<file path="config.mk">
export PLATFORM = sky130hd
export DESIGN_NAME = mrb_ctrl
export DESIGN_NICKNAME = d
export VERILOG_FILES = /design/src/modal_resonator_bank_core_defines.svh /design/src/mrb_pkg.sv /design/src/mrb_ctrl.sv
export SDC_FILE = /design/constraint.sdc
export NUM_CORES = 1
export LEC_CHECK = 0
export BUFFER_PORTS_ARGS = -buffer_cell sky130_fd_sc_hd__buf_2
export CORE_UTILIZATION = 57
export CTS_BUF_LIST = sky130_fd_sc_hd__clkbuf_16
export CTS_CLUSTER_DIAMETER = 100
export DETAILED_ROUTE_END_ITERATION = 8
export GPL_TIMING_DRIVEN = 0
export PLACE_DENSITY = 0.89
export SLEW_MARGIN = 20
export SYNTH_ARGS = -nofsm -noshare
export SYNTH_HDL_FRONTEND = slang
export SYNTH_SLANG_ARGS = --single-unit
</file>
<file path="constraint.sdc">
create_clock -name aclk -period 3.9 [get_ports aclk]
set_input_delay 0.78 -clock aclk [delete_from_list [all_inputs] [get_ports aclk]]
set_output_delay 0.78 -clock aclk [all_outputs]
set_load 0.01 [all_outputs]
</file>
<file path="src/modal_resonator_bank_core_defines.svh">
// assertion macros for the resonator bank core
`ifndef MODAL_RESONATOR_BANK_CORE_DEFINES_SVH
`define MODAL_RESONATOR_BANK_CORE_DEFINES_SVH
// property a implies b on the same edge, outside reset
`define MRB_ASSERT_IMPLY(label, clk, rstn, a, b) \
    label: assert property (@(posedge clk) disable iff (!rstn) (a) |-> (b)) \
        else $error("assertion failed");
// property a implies b on the next edge, outside reset
`define MRB_ASSERT_NEXT(label, clk, rstn, a, b) \
    label: assert property (@(posedge clk) disable iff (!rstn) (a) |=> (b)) \
        else $error("assertion failed");
`endif

</file>
<file path="src/mrb_pkg.sv">
// ----------------------------------------------------------------------------
// mrb_pkg
// shared types, codes and the excitation table of the resonator bank
// ----------------------------------------------------------------------------
package mrb_pkg;
    localparam logic [2:0] SEL_B1 = 3'd0;
    localparam logic [2:0] SEL_WE = 3'd1;
    localparam logic [2:0] SEL_A1 = 3'd2;
    localparam logic [2:0] SEL_A2 = 3'd3;
    localparam logic [2:0] SEL_WP = 3'd4;
    localparam logic REQ_COEF = 1'b0;
    localparam logic REQ_TICK = 1'b1;
    localparam logic CFG_NUM_MODES = 1'b0;
    localparam logic CFG_OUT_GAIN = 1'b1;

    // controller to datapath commands
    typedef struct packed {
        logic start;     // clear accumulator, latch excitation
        logic rd;        // issue coefficient/state read for the mode index
        logic mul;       // advance one multiply slot
        logic fin;       // final gain multiply
        logic clr;       // zero the history entry of the mode index
    } mrb_cmd_t;

    function automatic logic signed [31:0] sat32(input logic signed [63:0] v);
        if (v > 64'sd2147483647) return 32'sh7fffffff;
        else if (v < -64'sd2147483648) return 32'sh80000000;
        else return v[31:0];
    endfunction

    function automatic logic signed [31:0] excite(input logic [2:0] i);
        case (i)
            3'd0: excite = 32'sd0;
            3'd1: excite = 32'sd331173;
            3'd2: excite = 32'sd1130693;
            3'd3: excite = 32'sd1930219;
            3'd4: excite = 32'sd2261392;
            3'd5: excite = 32'sd1930219;
            3'd6: excite = 32'sd1130693;
            default: excite = 32'sd331173;
        endcase
    endfunction
endpackage

</file>
<file path="src/mrb_ctrl.sv">
// ----------------------------------------------------------------------------
// mrb_ctrl
// sequencer over modes and multiply slots, burst logic, history clearing
// ----------------------------------------------------------------------------
module mrb_ctrl #(
    parameter int MODES = 128,
    parameter int BURST_LEN = 8,
    parameter int IW = 7
) (
    input  logic aclk,
    input  logic aresetn,
    input  logic in_valid,
    output logic in_ready,
    input  logic in_tick,
    input  logic in_strike,
    input  logic [7:0] num_modes,
    output mrb_pkg::mrb_cmd_t cmd,
    output logic [IW-1:0] mode_idx,
    output logic [2:0] slot,
    output logic st_we,
    output logic signed [31:0] x_out,
    output logic out_valid,
    input  logic out_ready,
    output logic out_burst,
    output logic out_load
);
    import mrb_pkg::*;

    localparam logic [2:0] S_IDLE = 3'd0;
    localparam logic [2:0] S_READ = 3'd1;
    localparam logic [2:0] S_MUL = 3'd2;
    localparam logic [2:0] S_FIN = 3'd3;
    localparam logic [2:0] S_WAIT = 3'd4;
    localparam logic [2:0] S_DONE = 3'd5;
    localparam logic [2:0] S_CLR = 3'd6;
    localparam int BW = $clog2(BURST_LEN + 1);
    localparam int CW = $clog2(MODES + 1);

    logic [2:0] state_reg, state_next;
    logic [CW-1:0] cnt_reg, cnt_next, active;
    logic [2:0] slot_reg, slot_next;
    logic [BW-1:0] bcnt_reg, bcnt_next;
    logic bflag_reg, bflag_next;
    logic vld_reg, vld_next;
    logic signed [31:0] x_reg, x_next;
    logic accept;

    assign active = (32'(num_modes) > MODES) ? CW'(MODES) : CW'(num_modes);
    assign in_ready = (state_reg == S_IDLE);
    assign accept = in_valid && in_ready;
    assign mode_idx = cnt_reg[IW-1:0];
    assign slot = slot_reg;
    assign x_out = x_next;
    assign out_valid = vld_reg;
    assign out_burst = bflag_reg;

    // sequencer and burst state
    always_comb begin
        state_next = state_reg;
        cnt_next = cnt_reg;
        slot_next = slot_reg;
        bcnt_next = bcnt_reg;
        bflag_next = bflag_reg;
        x_next = x_reg;
        vld_next = vld_reg && !out_ready;
        cmd = '0;
        st_we = 1'b0;
        out_load = 1'b0;
        unique case (state_reg)
            S_CLR: begin
                // zero one history entry per cycle after reset
                cmd.clr = 1'b1;
                st_we = 1'b1;
                if (cnt_reg == CW'(MODES - 1)) begin
                    cnt_next = '0;
                    state_next = S_IDLE;
                end else begin
                    cnt_next = cnt_reg + CW'(1);
                end
            end
            S_IDLE: begin
                if (accept && in_tick) begin
                    x_next = '0;
                    if (in_strike && !bflag_reg) begin
                        bflag_next = 1'b1;
                        bcnt_next = '0;
                    end
                    if (bflag_next) begin
                        x_next = excite(bcnt_next[2:0]);
                        if (bcnt_next + BW'(1) >= BW'(BURST_LEN)) begin
                            bflag_next = 1'b0;
                            bcnt_next = '0;
                        end else begin
                            bcnt_next = bcnt_next + BW'(1);
                        end
                    end
                    cmd.start = 1'b1;
                    cnt_next = '0;
                    state_next = (active == '0) ? S_FIN : S_READ;
                end
            end
            S_READ: begin
                cmd.rd = 1'b1;
                slot_next = 3'd0;
                state_next = S_MUL;
            end
            S_MUL: begin
                cmd.mul = 1'b1;
                slot_next = slot_reg + 3'd1;
                if (slot_reg == 3'd6) begin
                    st_we = 1'b1;
                    cnt_next = cnt_reg + CW'(1);
                    state_next = (cnt_next == active) ? S_FIN : S_READ;
                end
            end
            S_FIN: begin
                cmd.fin = 1'b1;
                state_next = S_WAIT;
            end
            S_WAIT: state_next = S_DONE;
            S_DONE: begin
                // hold until the output register is free
                if (!vld_reg || out_ready) begin
                    out_load = 1'b1;
                    vld_next = 1'b1;
                    state_next = S_IDLE;
                end
            end
            default: state_next = S_IDLE;
        endcase
    end

    always_ff @(posedge aclk) begin
        if (!aresetn) begin
            state_reg <= S_CLR;
            cnt_reg <= '0;
            slot_reg <= '0;
            bcnt_reg <= '0;
            bflag_reg <= 1'b0;
            vld_reg <= 1'b0;
        end else begin
            state_reg <= state_next;
            cnt_reg <= cnt_next;
            slot_reg <= slot_next;
            bcnt_reg <= bcnt_next;
            bflag_reg <= bflag_next;
            vld_reg <= vld_next;
        end
        x_reg <= x_next;
    end
endmodule
</file>
==> impl_metrics.py, run 1 <==
metrics = {
    "status": {
        "status": "completed",
    },
    "floorplan": {
        "die_w_um": 69.26,
        "rows": 24,
        "dieArea_um2": 4797,
        "start_util": 0.5922,
        "die-height_um": 69.26,
        "core-area_um2": 4354,
        "ios": 66,
    },
    "clocking": {
        "cts.sinks": 52,
        "h-tree-depth": 2,
        "cts_max_path_buffers": 2,
        "cts_setup_buffers": 0,
        "root_buffer": "clkbuf_16",
        "worstSkewPairLatency_ns": 0.29,
        "cts_tree": "yes",
        "cts.clk_slew.worst_paths_ns": 0.06,
        "cts-hold-fix-buffers": 0,
        "numCtsBuffers": 5,
        "ctsResizeCount": 0,
    },
    "run": {
        "maxCapViolations": 0,
    },
    "timing": {
        "setup_tns_ns": 0,
        "timing.final.crit_share": 0.9085,
        "fin_crit_ns": 3.543,
        "slew_viol_final": 0,
        "hold_violations": 0,
        "grt_setup_unrepaired": "no",
        "finalSetupViolCount": 0,
        "maxSlewHeadroom": 0.3853,
        "worst_pin_slew_ns": 0.9101,
        "fmax_mhz": 282.2,
        "clock_skew_ns": 0.003716,
    },
    "global_route": {
        "grt_overflow": 0,
        "grt_pass1_vias": 2118,
        "grt_start_max_net_pins": 17,
        "gr-usage-all-layers": 0.2309,
        "antenna_found_initial": 0,
        "grt_pass1_wl_mm": 9.149,
    },
    "logic_synthesis": {
        "ys.flop_type": "dfxtp_1",
        "synth_cells": 293,
        "synth_edf_count": 0,
        "yosysTopAreaCellShare": 0.4037,
        "yosysTopAreaCell": "dfxtp_1",
        "yosysUniqueCellTypes": 62,
        "synth-seq-cells": 52,
        "syn_nets": 314,
        "synth_top_cells_by_area": "dfxtp_1 (40%), o21ai_0 (3.7%), and2_1 (3.6%)",
        "ys_warn_count": 0,
        "seq_area_frac_synth": 0.4037,
        "post_synth.cell_area_avg_um2": 8.801,
        "syn_area_um2": 2579,
        "async_flop_share": 0,
    },
    "finish": {
        "multiInputGateArea_um2": 1360,
        "synthToLayoutAreaGrowth_pct": 20.48,
        "largest_reg_flops": 32,
        "num-nets-final": 385,
        "seq_area_um2": 1041,
        "final_cell_area_um2": 3107,
        "layout-drive-gt1-share": 0.2575,
        "antenna_cells": 0,
        "fill_cells": 356,
    },
    "routing": {
        "dr_wl_met3_um": 270,
        "num_vias": 2296,
        "wl_per_cell_um": 12.88,
        "finalWirelength_mm": 5.370,
        "remaining_drc_errors": 0,
        "first_pass_iters": 4,
        "m1WireLength_mm": 2.423,
        "vias_per_cell": 5.506,
        "ant_nets": 0,
        "dr_wl_met2_mm": 2.559,
        "highest_layer": "met4",
        "drtIter0Drc": 133,
    },
    "power": {
        "peakVddDrop_uv": 383.0,
        "powerDensity_nw_per_um2": 419.9,
        "p_leak_nw": 1.506,
    },
    "critical_path": {
        "slowest_stage": "a311o_1",
        "path_cells": "buf_2 -> nand2b_1 -> nand2_1 -> inv_1 -> ha_1 -> a21boi_0 -> a311o_1 -> a2bb2o_1 -> o21ai_0 -> buf_2",
        "crit_fanout": 8,
        "required_ns": 3.12,
        "arrival_ns": 2.76,
        "critPathLaunchType": "primary input",
        "cp-end-kind": "output pin",
        "worst_path_most_repeated_cell": "buf_2",
        "critical_path_class": "primary input to output pin",
        "cpPeakStageDelay_ns": 0.36,
    },
    "hold_path": {
        "hold_path.class": "flop to flop",
    },
    "place": {
        "detailed_place_hpwl_mm": 3.952,
        "numPortBuffers": 64,
        "gp_congestion": 0.8810,
        "dpl_cell_area_um2": 2964,
    },
}
[per-stage QoR]
| stage | power (mW) | std cells | worst slack (ns) | util | hold WS, ns |
|---|---|---|---|---|---|
| 2_1_floorplan | 0.8058 | 293 | 0.7749 | - | 0.4795 |
| 3_3_place_gp | 0.8806 | 409 | 0.3985 | 0.6807 | 0.4233 |
| 3_5_place_dp | 0.8928 | 409 | 0.3767 | 0.6807 | 0.4311 |
| 4_1_cts | 1.315 | 417 | 0.3660 | 0.7135 | 0.4488 |
| 5_1_grt | 1.368 | 417 | 0.1710 | 0.7135 | 0.4635 |
| 6_report | 1.305 | 417 | 0.3570 | 0.7135 | 0.4446 |
[placed cells by master (no fill, tap or decap), types with 3 or more instances in the layout]
| cell | Yosys | layout |
|---|---|---|
| a21boi_0 | 7 | 7 |
| a21o_1 | 10 | 10 |
| a21oi_1 | 5 | 5 |
| a31oi_1 | 4 | 4 |
| and2_1 | 15 | 15 |
| and3_1 | 3 | 3 |
| buf_2 | 3 | 67 |
| buf_4 | 10 | 10 |
| clkbuf_1 | 8 | 8 |
| clkbuf_16 | 0 | 5 |
| dfxtp_1 | 52 | 52 |
| ha_1 | 7 | 7 |
| inv_1 | 10 | 11 |
| nand2_1 | 21 | 21 |
| nand2b_1 | 5 | 5 |
| nand3_1 | 7 | 7 |
| nor2_1 | 24 | 24 |
| nor2b_1 | 11 | 11 |
| nor3_1 | 5 | 5 |
| nor3b_1 | 4 | 4 |
| o21a_1 | 7 | 7 |
| o21ai_0 | 19 | 19 |
| o22ai_1 | 3 | 3 |
| xnor2_1 | 4 | 4 |
| xor2_1 | 3 | 3 |
[worst paths after layout]
path,start,end,slack (ns),cells after the start
setup / recovery,in_strike,x_out[2],0.36,10
hold / removal,x_reg[10],x_reg[10],0.44,1
setup reg to reg,out_burst,x_reg[2],1.74,8
hold reg to reg,x_reg[10],x_reg[10],0.44,1
[where the power goes]
part	switching [mW]	total [mW]	internal (mW)
clock	0.184	0.420	0.237
sequential	0.0259	0.594	0.568
combinational	0.153	0.290	0.137
[final cells by class]
| type | instances | area share |
|---|---|---|
| Timing Repair Buffer | 64 | 0.1031 |
| Clock inverter | 3 | 0.005638 |
| Inverter | 11 | 0.01490 |
| Multi-Input combinational cell | 208 | 0.4378 |
| Tap cell | 52 | 0.02094 |
| Clock buffer | 5 | 0.04027 |
| Sequential cell | 52 | 0.3351 |
| Buffer | 22 | 0.04229 |
[routing by layer]
| layer | global-route usage | up-vias |
|---|---|---|
| met5 | 0 | - |
| met4 | 0.1066 | 0 |
| met3 | 0.04651 | 12 |
| met2 | 0.3754 | 64 |
| met1 | 0.2944 | 1057 |
| li1 | - | 1163 |
[cell usage after synthesis (5+ instances only)]
library cell  number
dfxtp_1           52
nor2_1            24
nand2_1           21
o21ai_0           19
and2_1            15
nor2b_1           11
a21o_1            10
buf_4             10
inv_1             10
clkbuf_1           8
a21boi_0           7
ha_1               7
nand3_1            7
o21a_1             7
a21oi_1            5
nand2b_1           5
nor3_1             5
[critical path: cells and delay by family]
family	cells	cell delay [ns]
AOI/OAI and AO/OA	4	0.95
buffers and inverters	3	0.41
and+or+nand+nor	2	0.35
adders and majority gates	1	0.27
[kinds of logic (layout without fill, tap and decap cells)]
| kind of cell | Yosys count | count (layout) | share of synthesized area |
|---|---|---|---|
| buffers and inverters | 33 | 105 | 0.06890 |
| adders and majority gates | 7 | 7 | 0.03396 |
| muxes | 1 | 1 | 0.003882 |
| DFF | 52 | 52 | 0.4037 |
| and+or+nand+nor | 115 | 115 | 0.2441 |
| AOI/OAI and AO/OA | 77 | 77 | 0.2130 |
| xor gates and xnor gates | 8 | 8 | 0.03251 |
(Power assumes the default switching activity.)
==> run 2: changes to the inputs <==
--- a/config.mk
+++ b/config.mk
@@ -6,12 +6,14 @@
 export NUM_CORES = 1
 export LEC_CHECK = 0
 export BUFFER_PORTS_ARGS = -buffer_cell sky130_fd_sc_hd__buf_2
-export CORE_UTILIZATION = 57
+export CELL_PAD_IN_SITES_DETAIL_PLACEMENT = 1
+export CELL_PAD_IN_SITES_GLOBAL_PLACEMENT = 1
+export CORE_UTILIZATION = 42
 export CTS_BUF_LIST = sky130_fd_sc_hd__clkbuf_16
 export CTS_CLUSTER_DIAMETER = 100
 export DETAILED_ROUTE_END_ITERATION = 8
 export GPL_TIMING_DRIVEN = 0
-export PLACE_DENSITY = 0.89
+export PLACE_DENSITY = 0.88
 export SLEW_MARGIN = 20
 export SYNTH_ARGS = -nofsm -noshare
 export SYNTH_HDL_FRONTEND = slang
==> impl_metrics.py, run 2 (synthesis results as in run 1) <==
metrics = {
    "timing": {
        "finalSetupViolCount": 0,
        "timing.final.crit_share": 0.9307,
        "whs_ns": 0.4455,
        "clock_skew_ns": 0.006143,
        "grt_setup_unrepaired": "no",
        "maxSlewHeadroom": 0.4031,
        "slew_viol_final": 0,
        "setup_tns_ns": 0,
        "worst_pin_slew_ns": 0.8838,
        "fin_ws_ns": 0.2703,
        "fin_crit_ns": 3.630,
        "fmax_mhz": 275.5,
        "hold_violations": 0,
    },
    "status": {
        "status": "completed",
    },
    "power": {
        "peakVddDrop_uv": 284.4,
        "powerDensity_nw_per_um2": 418.6,
        "switching_share": 0.2840,
        "pwr-share-comb": 0.226,
        "power_frac_seq": 0.453,
        "p_leak_nw": 1.499,
        "internal-power_mw": 0.9391,
        "p_sw_mw": 0.3724,
        "power_frac_clock": 0.321,
    },
    "place": {
        "place_worst_setup_slack_ns": 0.3317,
        "gp_congestion": 0.8144,
        "dpl_cell_area_um2": 2993,
        "detailed_place_hpwl_mm": 4.911,
        "numPortBuffers": 64,
    },
    "critical_path": {
        "path_cells": "buf_2 -> nand2b_1 -> nand2_1 -> inv_1 -> ha_1 -> a21boi_0 -> a311o_1 -> a2bb2o_1 -> o21ai_0 -> buf_2",
        "worst_path_most_repeated_cell": "buf_2",
        "required_ns": 3.12,
        "arrival_ns": 2.85,
        "startpoint": "in_strike",
        "r2r-start": "out_burst",
        "r2r_setup_slack_ns": 1.65,
        "critical_path_class": "primary input to output pin",
        "r2r-end": "x_reg[2]",
        "reg2reg_depth": 8,
        "crit_fanout": 8,
        "critPathLaunchType": "primary input",
        "cp-end-kind": "output pin",
        "cpPeakStageDelay_ns": 0.36,
        "slowest_stage": "a311o_1",
    },
    "clocking": {
        "cts_setup_buffers": 0,
        "worstSkewPairLatency_ns": 0.29,
        "h-tree-depth": 2,
        "cts.sinks": 52,
        "numCtsBuffers": 5,
        "cts_tree": "yes",
        "ctsResizeCount": 0,
        "cts.clk_slew.worst_paths_ns": 0.06,
        "root_buffer": "clkbuf_16",
        "cts-hold-fix-buffers": 0,
        "cts_max_path_buffers": 2,
    },
    "run": {
        "maxCapViolations": 0,
    },
    "global_route": {
        "gr-usage-all-layers": 0.2134,
        "antenna_found_initial": 0,
        "grt_start_max_net_pins": 16,
        "grt_pass1_vias": 2353,
        "grt_overflow": 0,
        "grt_pass1_wl_mm": 10.72,
    },
    "finish": {
        "final_cell_area_um2": 3133,
        "antenna_cells": 0,
        "layout_commonest_cell": "buf_2",
        "largest_reg_flops": 32,
        "fill_cells": 730,
        "num-nets-final": 385,
        "synthToLayoutAreaGrowth_pct": 21.49,
        "layout-drive-gt1-share": 0.2548,
        "final_cell_mix": "buf_2 (67), dfxtp_1 (52), nor2_1 (24)",
    },
    "hold_path": {
        "hold_path.class": "flop to flop",
        "worstHoldStart": "x_reg[14]",
        "whs_endpoint": "x_reg[14]",
        "holdPathStages": 1,
    },
    "routing": {
        "ant_nets": 0,
        "first_pass_iters": 4,
        "remaining_drc_errors": 0,
        "drtIter0Drc": 74,
        "vias_per_cell": 5.334,
        "finalWirelength_mm": 6.550,
        "num_vias": 2347,
        "wl_per_cell_um": 14.89,
    },
    "floorplan": {
        "dieArea_um2": 6457,
        "die-height_um": 80.36,
        "rows": 28,
        "die_w_um": 80.36,
        "ios": 66,
        "start_util": 0.4355,
        "core-area_um2": 5921,
    },
}
-- run 2: changes by cell type in the layout (fill, tap and decap cells not counted) --
cell / delta
clkinv_1: +1
inv_6: -1
clkinv_2: -1
clkinvlp_4: +1
-- run 2: area by class of cell --
type                       count  area (µm²)  area share
multi-input combinational    208        1360      0.4341
sequential                    52        1041      0.3323
timing repair buffer          64       320.3      0.1022
buffer                        22       131.4     0.04193
clock buffer                   5       125.1     0.03994
tap                           75       93.84     0.02995
inverter                      11       46.29     0.01478
clock inverter                 3       15.01    0.004792
-- run 2: metrics by stage --
stage / std cells / power (mW) / util
finish: 440 / 1.312 / 0.5292
global route: 440 / 1.381 / 0.5292
CTS: 440 / 1.330 / 0.5292
detailed placement: 432 / 0.9035 / 0.5055
global placement: 432 / 0.8872 / 0.5055
floorplan: 293 / 0.8058 / -
-- run 2: power groups by stage --
stage	combinational, mW	clock [mW]	sequential [mW]
final	0.296	0.421	0.594
after global routing	0.327	0.456	0.598
after floorplan	0.206	0	0.600
after global placement	0.282	0	0.605
after CTS	0.299	0.437	0.594
after detailed placement	0.297	0	0.606
-- run 2: critical path: cells and delay by family --
| kind | cells | cell delay, ns |
|---|---|---|
| adders and majority gates | 1 | 0.28 |
| AOI/OAI and AO/OA | 4 | 0.97 |
| buffers and inverters | 3 | 0.43 |
| and+or+nand+nor | 2 | 0.38 |
-- run 2: metal layers --
| metal | track usage | share of wire | vias up |
|---|---|---|---|
| met1 | 0.2519 | 0.45 | 1137 |
| met2 | 0.3881 | 0.50 | 44 |
| met4 | 0.05536 | 0.0069 | 0 |
| met3 | 0.04318 | 0.040 | 5 |
| li1 | - | - | 1161 |
| met5 | 0 | 0 | - |
-- run 2: worst max path at each step --
stage	endpoint	slack, ns	cells after the start
floorplan	x_out[2]	0.77	8
global placement	x_out[2]	0.42	10
detailed placement	x_out[2]	0.33	10
CTS	x_out[2]	0.31	10
global route	x_out[2]	0.14	10
finish	x_out[2]	0.27	10
